File: src/rtl/psl_pkg.sv
package psl_pkg;

  typedef enum logic {
    CMD_CHECK = 1'b0,
    CMD_ADD   = 1'b1
  } cmd_e;

  localparam int unsigned CFG_IDX_W  = 1;
  localparam int unsigned CFG_DATA_W = 20;

  localparam logic [CFG_IDX_W-1:0] CFG_MAX_CONN  = 1'd0;
  localparam logic [CFG_IDX_W-1:0] CFG_BLOCK_SEC = 1'd1;

  localparam logic [15:0] MAX_CONN_RST  = 16'd10;
  localparam logic [19:0] BLOCK_SEC_RST = 20'd600;

  typedef struct packed {
    cmd_e        cmd;
    logic [31:0] src_addr;
    logic [31:0] now_seconds;
  } req_t;

  typedef struct packed {
    logic        blocked;
    logic        present;
    logic [15:0] conn_count;
    logic        table_full;
  } rsp_t;

  typedef struct packed {
    logic [15:0] max_connections;
    logic [19:0] block_seconds;
  } cfg_t;

  typedef struct packed {
    logic        valid;
    logic [31:0] addr;
    logic [15:0] count;
    logic [31:0] stamp;
  } entry_t;

  typedef enum logic [2:0] {
    ST_CLEAR,
    ST_IDLE,
    ST_SWEEP,
    ST_TAIL,
    ST_FINISH
  } state_e;

endpackage

File: src/rtl/psl_stream_if.sv
interface psl_stream_if #(
  parameter type T = logic
);
  logic valid;
  logic ready;
  T     payload;

  modport source (output valid, output payload, input ready);
  modport sink (input valid, input payload, output ready);
endinterface

File: src/rtl/psl_ctrl.sv
module psl_ctrl #(
  parameter int unsigned ENTRIES = 64,
  parameter int unsigned IDX_W   = $clog2(ENTRIES)
) (
  input  logic                clk_i,
  input  logic                rst_ni,
  input  psl_pkg::cfg_t       cfg_i,
  psl_stream_if.sink          req_i,
  psl_stream_if.source        rsp_o,
  output logic                mem_we_o,
  output logic [IDX_W-1:0]    mem_waddr_o,
  output psl_pkg::entry_t     mem_wdata_o,
  output logic                mem_re_o,
  output logic [IDX_W-1:0]    mem_raddr_o,
  input  psl_pkg::entry_t     mem_rdata_i
);
  import psl_pkg::*;

  localparam logic [IDX_W-1:0] LastIdx = IDX_W'(ENTRIES - 1);

  state_e            state_q, state_d;
  logic [IDX_W-1:0]  idx_q, idx_d;
  req_t              req_q, req_d;
  logic              rvld_q;
  logic [IDX_W-1:0]  ridx_q;
  logic              found_q, found_d;
  logic [IDX_W-1:0]  found_idx_q, found_idx_d;
  logic [15:0]       found_cnt_q, found_cnt_d;
  logic              free_q, free_d;
  logic [IDX_W-1:0]  free_idx_q, free_idx_d;
  logic              rsp_valid_q, rsp_valid_d;
  rsp_t              rsp_q, rsp_d;

  logic [31:0]       age;
  logic              expired;
  logic              live;
  logic              load;
  logic [15:0]       next_cnt;

  // Age of the entry returned by the memory, taken modulo 2^32.
  assign age     = req_q.now_seconds - mem_rdata_i.stamp;
  assign expired = age > {12'd0, cfg_i.block_seconds};
  assign live    = mem_rdata_i.valid && ((req_q.cmd == CMD_ADD) || !expired);
  assign load    = (state_q == ST_FINISH) && (!rsp_valid_q || rsp_o.ready);
  assign next_cnt = found_cnt_q + 16'd1;

  always_ff @(posedge clk_i or negedge rst_ni) begin
    if (!rst_ni) begin
      state_q     <= ST_CLEAR;
      idx_q       <= '0;
      rvld_q      <= 1'b0;
      found_q     <= 1'b0;
      free_q      <= 1'b0;
      rsp_valid_q <= 1'b0;
    end else begin
      state_q     <= state_d;
      idx_q       <= idx_d;
      rvld_q      <= (state_q == ST_SWEEP);
      found_q     <= found_d;
      free_q      <= free_d;
      rsp_valid_q <= rsp_valid_d;
    end
  end

  always_ff @(posedge clk_i) begin
    req_q       <= req_d;
    ridx_q      <= idx_q;
    found_idx_q <= found_idx_d;
    found_cnt_q <= found_cnt_d;
    free_idx_q  <= free_idx_d;
    rsp_q       <= rsp_d;
  end

  always_comb begin
    state_d     = state_q;
    idx_d       = idx_q;
    req_d       = req_q;
    found_d     = found_q;
    found_idx_d = found_idx_q;
    found_cnt_d = found_cnt_q;
    free_d      = free_q;
    free_idx_d  = free_idx_q;
    rsp_valid_d = rsp_valid_q;
    rsp_d       = rsp_q;
    req_i.ready = 1'b0;
    mem_we_o    = 1'b0;
    mem_waddr_o = ridx_q;
    mem_wdata_o = mem_rdata_i;
    mem_re_o    = 1'b0;
    mem_raddr_o = idx_q;

    if (rsp_valid_q && rsp_o.ready) begin
      rsp_valid_d = 1'b0;
    end

    // Result of the read issued in the previous cycle.
    if (rvld_q) begin
      if (req_q.cmd == CMD_CHECK && mem_rdata_i.valid && expired) begin
        mem_we_o          = 1'b1;
        mem_wdata_o.valid = 1'b0;
      end
      if (live && mem_rdata_i.addr == req_q.src_addr && !found_q) begin
        found_d     = 1'b1;
        found_idx_d = ridx_q;
        found_cnt_d = mem_rdata_i.count;
      end
      if (!mem_rdata_i.valid && !free_q) begin
        free_d     = 1'b1;
        free_idx_d = ridx_q;
      end
    end

    case (state_q)
      ST_CLEAR: begin
        mem_we_o    = 1'b1;
        mem_waddr_o = idx_q;
        mem_wdata_o = '0;
        idx_d       = idx_q + 1'b1;
        if (idx_q == LastIdx) begin
          idx_d   = '0;
          state_d = ST_IDLE;
        end
      end
      ST_IDLE: begin
        req_i.ready = 1'b1;
        if (req_i.valid) begin
          req_d   = req_i.payload;
          found_d = 1'b0;
          free_d  = 1'b0;
          idx_d   = '0;
          state_d = ST_SWEEP;
        end
      end
      ST_SWEEP: begin
        mem_re_o = 1'b1;
        idx_d    = idx_q + 1'b1;
        if (idx_q == LastIdx) begin
          idx_d   = '0;
          state_d = ST_TAIL;
        end
      end
      ST_TAIL: begin
        state_d = ST_FINISH;
      end
      ST_FINISH: begin
        rsp_d = '0;
        if (req_q.cmd == CMD_CHECK) begin
          rsp_d.present    = found_q;
          rsp_d.conn_count = found_q ? found_cnt_q : 16'd0;
          rsp_d.blocked    = found_q && (found_cnt_q >= cfg_i.max_connections);
        end else if (found_q) begin
          rsp_d.present    = 1'b1;
          rsp_d.conn_count = found_cnt_q;
          if (found_cnt_q < cfg_i.max_connections) begin
            rsp_d.conn_count  = next_cnt;
            mem_we_o          = load;
            mem_waddr_o       = found_idx_q;
            mem_wdata_o.valid = 1'b1;
            mem_wdata_o.addr  = req_q.src_addr;
            mem_wdata_o.count = next_cnt;
            mem_wdata_o.stamp = req_q.now_seconds;
          end
        end else if (free_q) begin
          rsp_d.conn_count  = 16'd1;
          mem_we_o          = load;
          mem_waddr_o       = free_idx_q;
          mem_wdata_o.valid = 1'b1;
          mem_wdata_o.addr  = req_q.src_addr;
          mem_wdata_o.count = 16'd1;
          mem_wdata_o.stamp = req_q.now_seconds;
        end else begin
          rsp_d.table_full = 1'b1;
        end
        if (load) begin
          rsp_valid_d = 1'b1;
          state_d     = ST_IDLE;
        end else begin
          rsp_d = rsp_q;
        end
      end
      default: begin
        state_d = ST_IDLE;
      end
    endcase
  end

  assign rsp_o.valid   = rsp_valid_q;
  assign rsp_o.payload = rsp_q;
endmodule

File: src/flat_wrapper.sv
// flat-port wrapper written by rule: the top's interface ports become plain ports
module psl_ctrl_flat import psl_pkg::*;
#(
  parameter int unsigned ENTRIES = 64,
  parameter int unsigned IDX_W   = $clog2(ENTRIES)
)
  (clk_i, rst_ni, cfg_i, mem_we_o, mem_waddr_o, mem_wdata_o, mem_re_o, mem_raddr_o, mem_rdata_i, req_i_valid, req_i_payload, req_i_ready, rsp_o_valid, rsp_o_payload, rsp_o_ready);
  psl_stream_if req_i_i ();
  psl_stream_if rsp_o_i ();
  input  logic clk_i;
  input  logic rst_ni;
  input  psl_pkg::cfg_t cfg_i;
  output logic mem_we_o;
  output logic [IDX_W-1:0] mem_waddr_o;
  output psl_pkg::entry_t mem_wdata_o;
  output logic mem_re_o;
  output logic [IDX_W-1:0] mem_raddr_o;
  input  psl_pkg::entry_t mem_rdata_i;
  input wire logic [$bits(req_i_i.valid)-1:0] req_i_valid;
  input wire logic [$bits(req_i_i.payload)-1:0] req_i_payload;
  output wire logic [$bits(req_i_i.ready)-1:0] req_i_ready;
  output wire logic [$bits(rsp_o_i.valid)-1:0] rsp_o_valid;
  output wire logic [$bits(rsp_o_i.payload)-1:0] rsp_o_payload;
  input wire logic [$bits(rsp_o_i.ready)-1:0] rsp_o_ready;
  assign req_i_i.valid = req_i_valid;
  assign req_i_i.payload = req_i_payload;
  assign req_i_ready = req_i_i.ready;
  assign rsp_o_valid = rsp_o_i.valid;
  assign rsp_o_payload = rsp_o_i.payload;
  assign rsp_o_i.ready = rsp_o_ready;
  psl_ctrl #(.ENTRIES(ENTRIES), .IDX_W(IDX_W)) u_core (.clk_i(clk_i), .rst_ni(rst_ni), .cfg_i(cfg_i), .req_i(req_i_i), .rsp_o(rsp_o_i), .mem_we_o(mem_we_o), .mem_waddr_o(mem_waddr_o), .mem_wdata_o(mem_wdata_o), .mem_re_o(mem_re_o), .mem_raddr_o(mem_raddr_o), .mem_rdata_i(mem_rdata_i));
endmodule
File: config.mk
export PLATFORM = sky130hd
export DESIGN_NAME = psl_ctrl_flat
export DESIGN_NICKNAME = d
export VERILOG_FILES = /design/src/rtl/psl_pkg.sv /design/src/rtl/psl_stream_if.sv /design/src/rtl/psl_ctrl.sv /design/src/flat_wrapper.sv
export SDC_FILE = /design/constraint.sdc
export NUM_CORES = 1
export LEC_CHECK = 0
export BUFFER_PORTS_ARGS = -buffer_cell sky130_fd_sc_hd__buf_2
export CAP_MARGIN = 40
export CORE_MARGIN = 5
export CORE_UTILIZATION = 39
export CTS_BUF_LIST = sky130_fd_sc_hd__clkbuf_4 sky130_fd_sc_hd__clkbuf_8 sky130_fd_sc_hd__clkbuf_16
export CTS_CLUSTER_SIZE = 30
export DETAILED_ROUTE_END_ITERATION = 8
export PLACE_DENSITY = 0.8
export SETUP_SLACK_MARGIN = 0.02
export SLEW_MARGIN = 20
export SYNTH_ARGS = -nofsm -noshare
export SYNTH_HDL_FRONTEND = slang
export SYNTH_SLANG_ARGS = --single-unit
File: constraint.sdc
create_clock -name clk_i -period 4.8 [get_ports clk_i]
set_input_delay 0.24 -clock clk_i [delete_from_list [all_inputs] [get_ports clk_i]]
set_output_delay 0.24 -clock clk_i [all_outputs]
set_load 0.01 [all_outputs]
==> reports/results.txt, run 1 <==
H-tree depth -> 1
number of nets still failing antenna checks after routing -> 0
CTS Root Cell -> clkbuf_8
largest net degree at the start of global routing -> 58
unrepaired setup endpoints after global routing -> no
fin cells -> 604
ratio of cells with drive above 1 in the final layout -> 0.432
WP data arrival -> 4320 ps
Avg Cell Area, Syn -> 7.57 um2
PwrDens -> 402 nW/um2
Hold Crit Depth -> 1
critical path peak fanout -> 6
fin util -> 0.583
register bit count reported by yosys -> 18
Post-Place Cells -> 598
Post-Synthesis Cells -> 330
Horiz. Die Dim -> 90.0 um
EDFF count, synth -> 1
Min-Delay Startpoint -> req_i_payload
first-pass GRT wire length -> 14.7 mm
DR iter-0 viols -> 98
WL/cell -> 15.5 um
Achievable Freq -> 219 MHz
Pre-antenna DRT Iters -> 4
total track usage -> 0.211
Netlist cell types -> 50
Clock Tree Buf Depth -> 2
clock tree sinks -> 18
P_leak -> 1.90 nW
max-cap viol count -> 0
CTS clk-pin slew, worst paths -> 70 ps
total power -> 1.47 mW
status -> completed
Hold Path Class -> input pin to flop
period utilization -> 0.950
# setup viols final -> 0
grt ovf -> 0
hold endpoint -> u_core.req_q[0]
starting density of the core -> 0.398
slew at the pin closest to its max-slew limit -> 638 ps
kind of critical path -> flop to primary output
setup TNS -> 0 ps
CP startpoint kind -> flop
CTS tree -> built
post-synthesis sequential area ratio -> 0.170
cts bufs inserted -> 3
Mapped Nets -> 475
initial antenna violation count -> 2
worst r2r path cells -> 5
Worst setup EP type -> primary output
clk_lat worst skew -> 250 ps
Post-Route WL -> 9.35 mm
Yosys Warn Count -> 0
detailed placer's ending HPWL -> 7.95 mm
Top FF cell, synth -> dfrtp_1
Worst slew margin -> 0.570
Required @ worst endpoint -> 4560 ps
fraction of registers with async set/reset -> 0.611
I/O pins -> 220
final hold vios -> 0
Worst R2R Setup Slack -> 3090 ps
RePlAce Congestion -> 0.862
Layout Nets -> 672
vias -> 3,051
die area -> 8110 um2
post-placement setup slack -> 393 ps
Mapped Area -> 2500 um2
Crit Reg-Reg Endpoint -> u_core.mem_raddr_o[3]
DR vias/cell -> 5.05
Max VDD drop -> 0.000358 V
number of global-route vias before repair -> 2,968
Die Height -> 90.0 um
Row Count -> 29
PortBufs -> 202
final worst slack -> 241 ps
fin crit period -> 4560 ps
post-CTS setup buffer count -> 0
Final Skew -> 2.07 ps
area growth from synthesis to layout -> 46.4%
Slew Viols, Final -> 0
RR Startpoint -> u_core.mem_raddr_o[0]
total core area -> 6280 um2
drt drc -> 0
[routing by layer]
metal  share of wire  up-vias  GRT usage  wire length [um]
met5          0.0025        -          0                23
met4           0.014        4     0.0484               129
met3           0.080       17     0.0568               744
met2            0.47      113      0.351              4420
met1            0.43     1382      0.273              4030
li1                -     1535          -                 -
[power breakdown]
group          switching [mW]  internal [mW]  leakage [nW]  total (mW)
clock                  0.0517         0.0729        0.0288       0.125
combinational           0.630          0.445          1.66        1.07
sequential             0.0670          0.206         0.203       0.273
[timing repair]
item | 4_1_cts | 5_1_grt
gates resized for setup | 0 | 3
setup endpoints to repair | 0 | 2
endpoints found under the hold margin | 11 | 0
hold buffers | 1 | 0
[registers in the layout (all words and copies together), names as in the netlist]
name,count
u_core.mem_raddr_o,6
u_core.req_q,1
u_core.rsp_o.valid,1
u_core.rvld_q,1
u_core.state_q,3
u_core.ridx_q,6
[cells in the final DEF (no fill, tap or decap), drive strengths merged, types with 2 or more instances in the layout]
cell    count
nor3b       2
or2         2
a22o        2
xnor2      16
nand3b      2
or4         6
ha         23
clkbuf      4
o21ai      15
a21oi      10
nand4b      2
nand3       6
inv        25
a31o        2
nand2      12
mux2        8
nand4       7
buf       204
dfxtp       6
nor4       10
or3         4
xor2        7
nor2b      82
dfrtp      11
nor2       19
nor3       15
o211ai      2
and2        2
nand2b      3
[worst max-delay path, cell delays in order, from the launching register on]
cell and delay (ps):
edfxtp_1 330, inv_1 40, ha_1 190, inv_1 60, ha_1 190, or4b_4 550
nor4_4 320, xnor2_1 100, ha_1 310, nand4_1 130, or4_1 590, o31a_1 320
nor4_1 320, o2111ai_2 210, a31o_1 250, buf_2 130
[stage by stage]
stage | instance area [um2] | hold WS, ps
final | 3660 | 161
after global routing | 3660 | 159
after CTS | 3640 | 162
after detailed placement | 3570 | 129
after global placement | 3570 | 123
after floorplan | 2500 | -55.6
[worst max-delay path by stage]
stage | startpoint | end | slack, ps | cells after the start
after CTS | u_core.req_q[0] | mem_we_o | 110 | 15
after floorplan | u_core.req_q[0] | mem_we_o | 930 | 15
after global routing | u_core.req_q[0] | mem_we_o | 10 | 15
after detailed placement | mem_rdata_i[0] | mem_we_o | 390 | 15
final | u_core.req_q[0] | mem_we_o | 240 | 15
after global placement | mem_rdata_i[0] | mem_we_o | 470 | 15
[cell type report]
class,instances,area (um2)
Inverter,25,93.8
Clock buffer,4,55.1
Sequential cell,18,425
Tap cell,77,96.3
Multi-Input combinational cell,274,1950
Fill cell,573,2620
Antenna cell,1,2.50
Timing Repair Buffer,205,1040
[cell usage after synthesis, drive strengths merged (2+ instances only)]
master / n / area share
nor2b: 82 / 0.21
nand3: 6 / 0.012
nand2: 12 / 0.018
a31o: 2 / 0.0070
o21ai: 15 / 0.030
inv: 25 / 0.038
nand4: 7 / 0.018
or3: 4 / 0.010
xnor2: 16 / 0.056
and2: 2 / 0.0050
dfrtp: 11 / 0.11
ha: 23 / 0.12
or2: 2 / 0.0050
nor2: 19 / 0.029
nand4b: 2 / 0.013
or4: 6 / 0.018
a21oi: 10 / 0.020
dfxtp: 6 / 0.048
xor2: 7 / 0.025
nand2b: 3 / 0.0075
o211ai: 2 / 0.0060
nor3b: 2 / 0.0060
nand3b: 2 / 0.0060
nor3: 15 / 0.030
nor4: 10 / 0.036
mux2: 8 / 0.036
buf: 2 / 0.0050
a22o: 2 / 0.0070
clkbuf: 11 / 0.017
[cells by family after synthesis]
group	share of synthesized area
flops	0.170
xor+xnor	0.0806
buf+inv	0.0591
compound gates	0.109
other cells	0.00150
mux	0.0361
fa+ha+maj	0.115
simple gates	0.428
Note: power is estimated with default switching activity, not from simulation.
==> inputs of run 2 (changes only) <==
--- a/config.mk
+++ b/config.mk
@@ -7,6 +7,7 @@
 export LEC_CHECK = 0
 export BUFFER_PORTS_ARGS = -buffer_cell sky130_fd_sc_hd__buf_2
 export CAP_MARGIN = 40
+export CORE_ASPECT_RATIO = 0.8
 export CORE_MARGIN = 5
 export CORE_UTILIZATION = 39
 export CTS_BUF_LIST = sky130_fd_sc_hd__clkbuf_4 sky130_fd_sc_hd__clkbuf_8 sky130_fd_sc_hd__clkbuf_16
==> run 2 against run 1 <==
  * Final cell count is 0.99% higher
  * Clock skew is 0.73 ps lower
  * Setup slack better by 28 ps
  * First-iteration DRC count is 33% higher
  * Sequential power is 1% lower
  * Total power is 1.6% higher
  * Largest power group unchanged
==> reports/results.txt, run 2 (synthesis results as in run 1) <==
critical path peak fanout -> 6 (unchanged)
fin crit period -> 4530 ps (was 4560 ps)
WP data arrival -> 4290 ps (was 4320 ps)
clock tree sinks -> 18 (unchanged)
RePlAce Congestion -> 0.901 (was 0.862)
PwrDens -> 406 nW/um2 (was 402 nW/um2)
Max VDD drop -> 0.000343 V (was 0.000358 V)
unrepaired setup endpoints after global routing -> no (unchanged)
PortBufs -> 202 (unchanged)
die area -> 8120 um2 (was 8110 um2)
Post-Place Cells -> 605 (was 598)
Achievable Freq -> 221 MHz (was 219 MHz)
largest net degree at the start of global routing -> 73 (was 58)
DP Area -> 3590 um2 (was 3570 um2)
DR vias/cell -> 5.01 (was 5.05)
number of global-route vias before repair -> 2,681 (was 2,968)
Final Skew -> 1.34 ps (was 2.07 ps)
combinational power share -> 0.738 (was 0.730)
kind of critical path -> flop to primary output (unchanged)
# setup viols final -> 0 (unchanged)
cell internal pwr -> 739 uW (was 724 uW)
CTS Root Cell -> clkbuf_8 (unchanged)
commonest cells after routing, fill and taps aside -> buf_2 (202), nor2b_1 (82), inv_1 (25), ha_1 (23), nor2_1 (19) (unchanged)
cts bufs inserted -> 3 (unchanged)
Pre-antenna DRT Iters -> 4 (unchanged)
Design Area, Final -> 3680 um2 (was 3660 um2)
Slew Viols, Final -> 0 (unchanged)
total core area -> 6310 um2 (was 6280 um2)
hold endpoint -> u_core.req_q[0] (unchanged)
final hold vios -> 0 (unchanged)
Sw Ratio -> 0.506 (was 0.508)
Hold Path Class -> input pin to flop (unchanged)
ratio of cells with drive above 1 in the final layout -> 0.433 (was 0.432)
status -> completed (unchanged)
RR Startpoint -> u_core.state_q[0] (was u_core.mem_raddr_o[0])
Layout Nets -> 672 (unchanged)
WL/cell -> 14.6 um (was 15.5 um)
Worst slew margin -> 0.612 (was 0.570)
Hold Slack -> 167 ps (was 161 ps)
setup TNS -> 0 ps (unchanged)
vias -> 3,057 (was 3,051)
Worst R2R Setup Slack -> 3090 ps (about the same)
commonest non-fill, non-tap cell in the layout -> buf_2 (unchanged)
CP startpoint kind -> flop (unchanged)
I/O pins -> 220 (unchanged)
Worst setup EP type -> primary output (unchanged)
slew at the pin closest to its max-slew limit -> 578 ps (was 638 ps)
max-cap viol count -> 0 (unchanged)
Clock Power Share -> 0.082 (was 0.085)
Layout fillers -> 557 (was 573)
Hold Crit Depth -> 1 (unchanged)
fin cells -> 610 (was 604)
Required @ worst endpoint -> 4560 ps (about the same)
P_leak -> 1.90 nW (about the same)
Crit Reg-Reg Endpoint -> u_core.mem_raddr_o[5] (was u_core.mem_raddr_o[3])
drt drc -> 0 (unchanged)
Antenna Cells -> 0 (was 1)
H-tree depth -> 1 (unchanged)
clk_lat worst skew -> 250 ps (about the same)
total track usage -> 0.192 (was 0.211)
Post-Route WL -> 8.90 mm (was 9.35 mm)
Row Count -> 26 (was 29)
CTS tree -> built (unchanged)
number of nets still failing antenna checks after routing -> 0 (unchanged)
Switch Pwr -> 757 uW (was 748 uW)
first-pass GRT wire length -> 12.9 mm (was 14.7 mm)
DR iter-0 viols -> 130 (was 98)
Reg power frac -> 0.180 (was 0.185)
starting density of the core -> 0.396 (was 0.398)
CTS clk-pin slew, worst paths -> 70 ps (about the same)
Clock Tree Buf Depth -> 2 (unchanged)
Min-Delay Startpoint -> req_i_payload (unchanged)
grt ovf -> 0 (unchanged)
worst r2r path cells -> 6 (was 5)
Die Height -> 81.6 um (was 90.0 um)
fin util -> 0.584 (was 0.583)
initial antenna violation count -> 0 (was 2)
Horiz. Die Dim -> 99.5 um (was 90.0 um)
period utilization -> 0.944 (was 0.950)
detailed placer's ending HPWL -> 7.49 mm (was 7.95 mm)
area growth from synthesis to layout -> 47.4% (was 46.4%)
==> run 2: cell types whose count changed in the layout (fill, tap and decap cells not counted) <==
cell | previous run | this run
nor4_1 | 7 | 6
diode_2 | 1 | 0
buf_12 | 0 | 1
buf_4 | 2 | 1
nor4_2 | 1 | 2
==> run 2: routing by layer <==
layer,global-route usage,vias up,wire [um]
met5,0,-,0
met4,0.0573,0,176
met3,0.0272,12,617
met2,0.297,117,4220
met1,0.277,1396,3890
li1,-,1532,-
==> run 2: what timing repair did <==
item | CTS | global route
setup endpoints to repair | 0 | 2
endpoints found under the hold margin | 11 | 0
gates resized for setup | 0 | 4
hold buffers | 1 | 0
buffers inserted | 0 | 0
==> run 2: final cells by class <==
cell class | instances | area (um2) | area share
multi-input combinational | 274 | 1960 | 0.531
timing repair buffer | 205 | 1050 | 0.285
sequential | 18 | 425 | 0.115
tap | 84 | 105 | 0.0285
inverter | 25 | 93.8 | 0.0255
clock buffer | 4 | 55.1 | 0.0149
==> run 2: critical path: stages, from the launching register on <==
cell	delay [ps]
edfxtp_1	330
inv_1	40
ha_1	190
inv_1	60
ha_1	180
or4b_4	540
nor4_4	310
xnor2_1	110
ha_1	310
nand4_1	150
or4_1	590
o31a_1	320
nor4_2	300
o2111ai_2	210
a31o_1	260
buf_2	130
==> run 2: power by group through the flow <==
stage / registers (mW) / logic [mW] / clock network, mW
3_5_place_dp: 0.271 / 1.10 / 0
4_1_cts: 0.268 / 1.11 / 0.126
6_report: 0.269 / 1.10 / 0.123
2_1_floorplan: 0.253 / 0.633 / 0
5_1_grt: 0.280 / 1.21 / 0.134
3_3_place_gp: 0.267 / 1.07 / 0
==> run 2: stage by stage <==
stage / setup slack (ps) / total power, mW
global placement: 452 / 1.34
global route: 62.4 / 1.63
detailed placement: 324 / 1.38
floorplan: 934 / 0.886
finish: 269 / 1.50
CTS: 68.0 / 1.51
==> run 2: how the worst max path moves through the flow <==
stage / startpoint / end / cells past startpoint
after floorplan: u_core.req_q[0] / mem_we_o / 15
after global placement: mem_rdata_i[0] / mem_we_o / 15
after detailed placement: mem_rdata_i[0] / mem_we_o / 15
after CTS: u_core.req_q[0] / mem_we_o / 15
after global routing: u_core.req_q[0] / mem_we_o / 15
final: u_core.req_q[0] / mem_we_o / 15
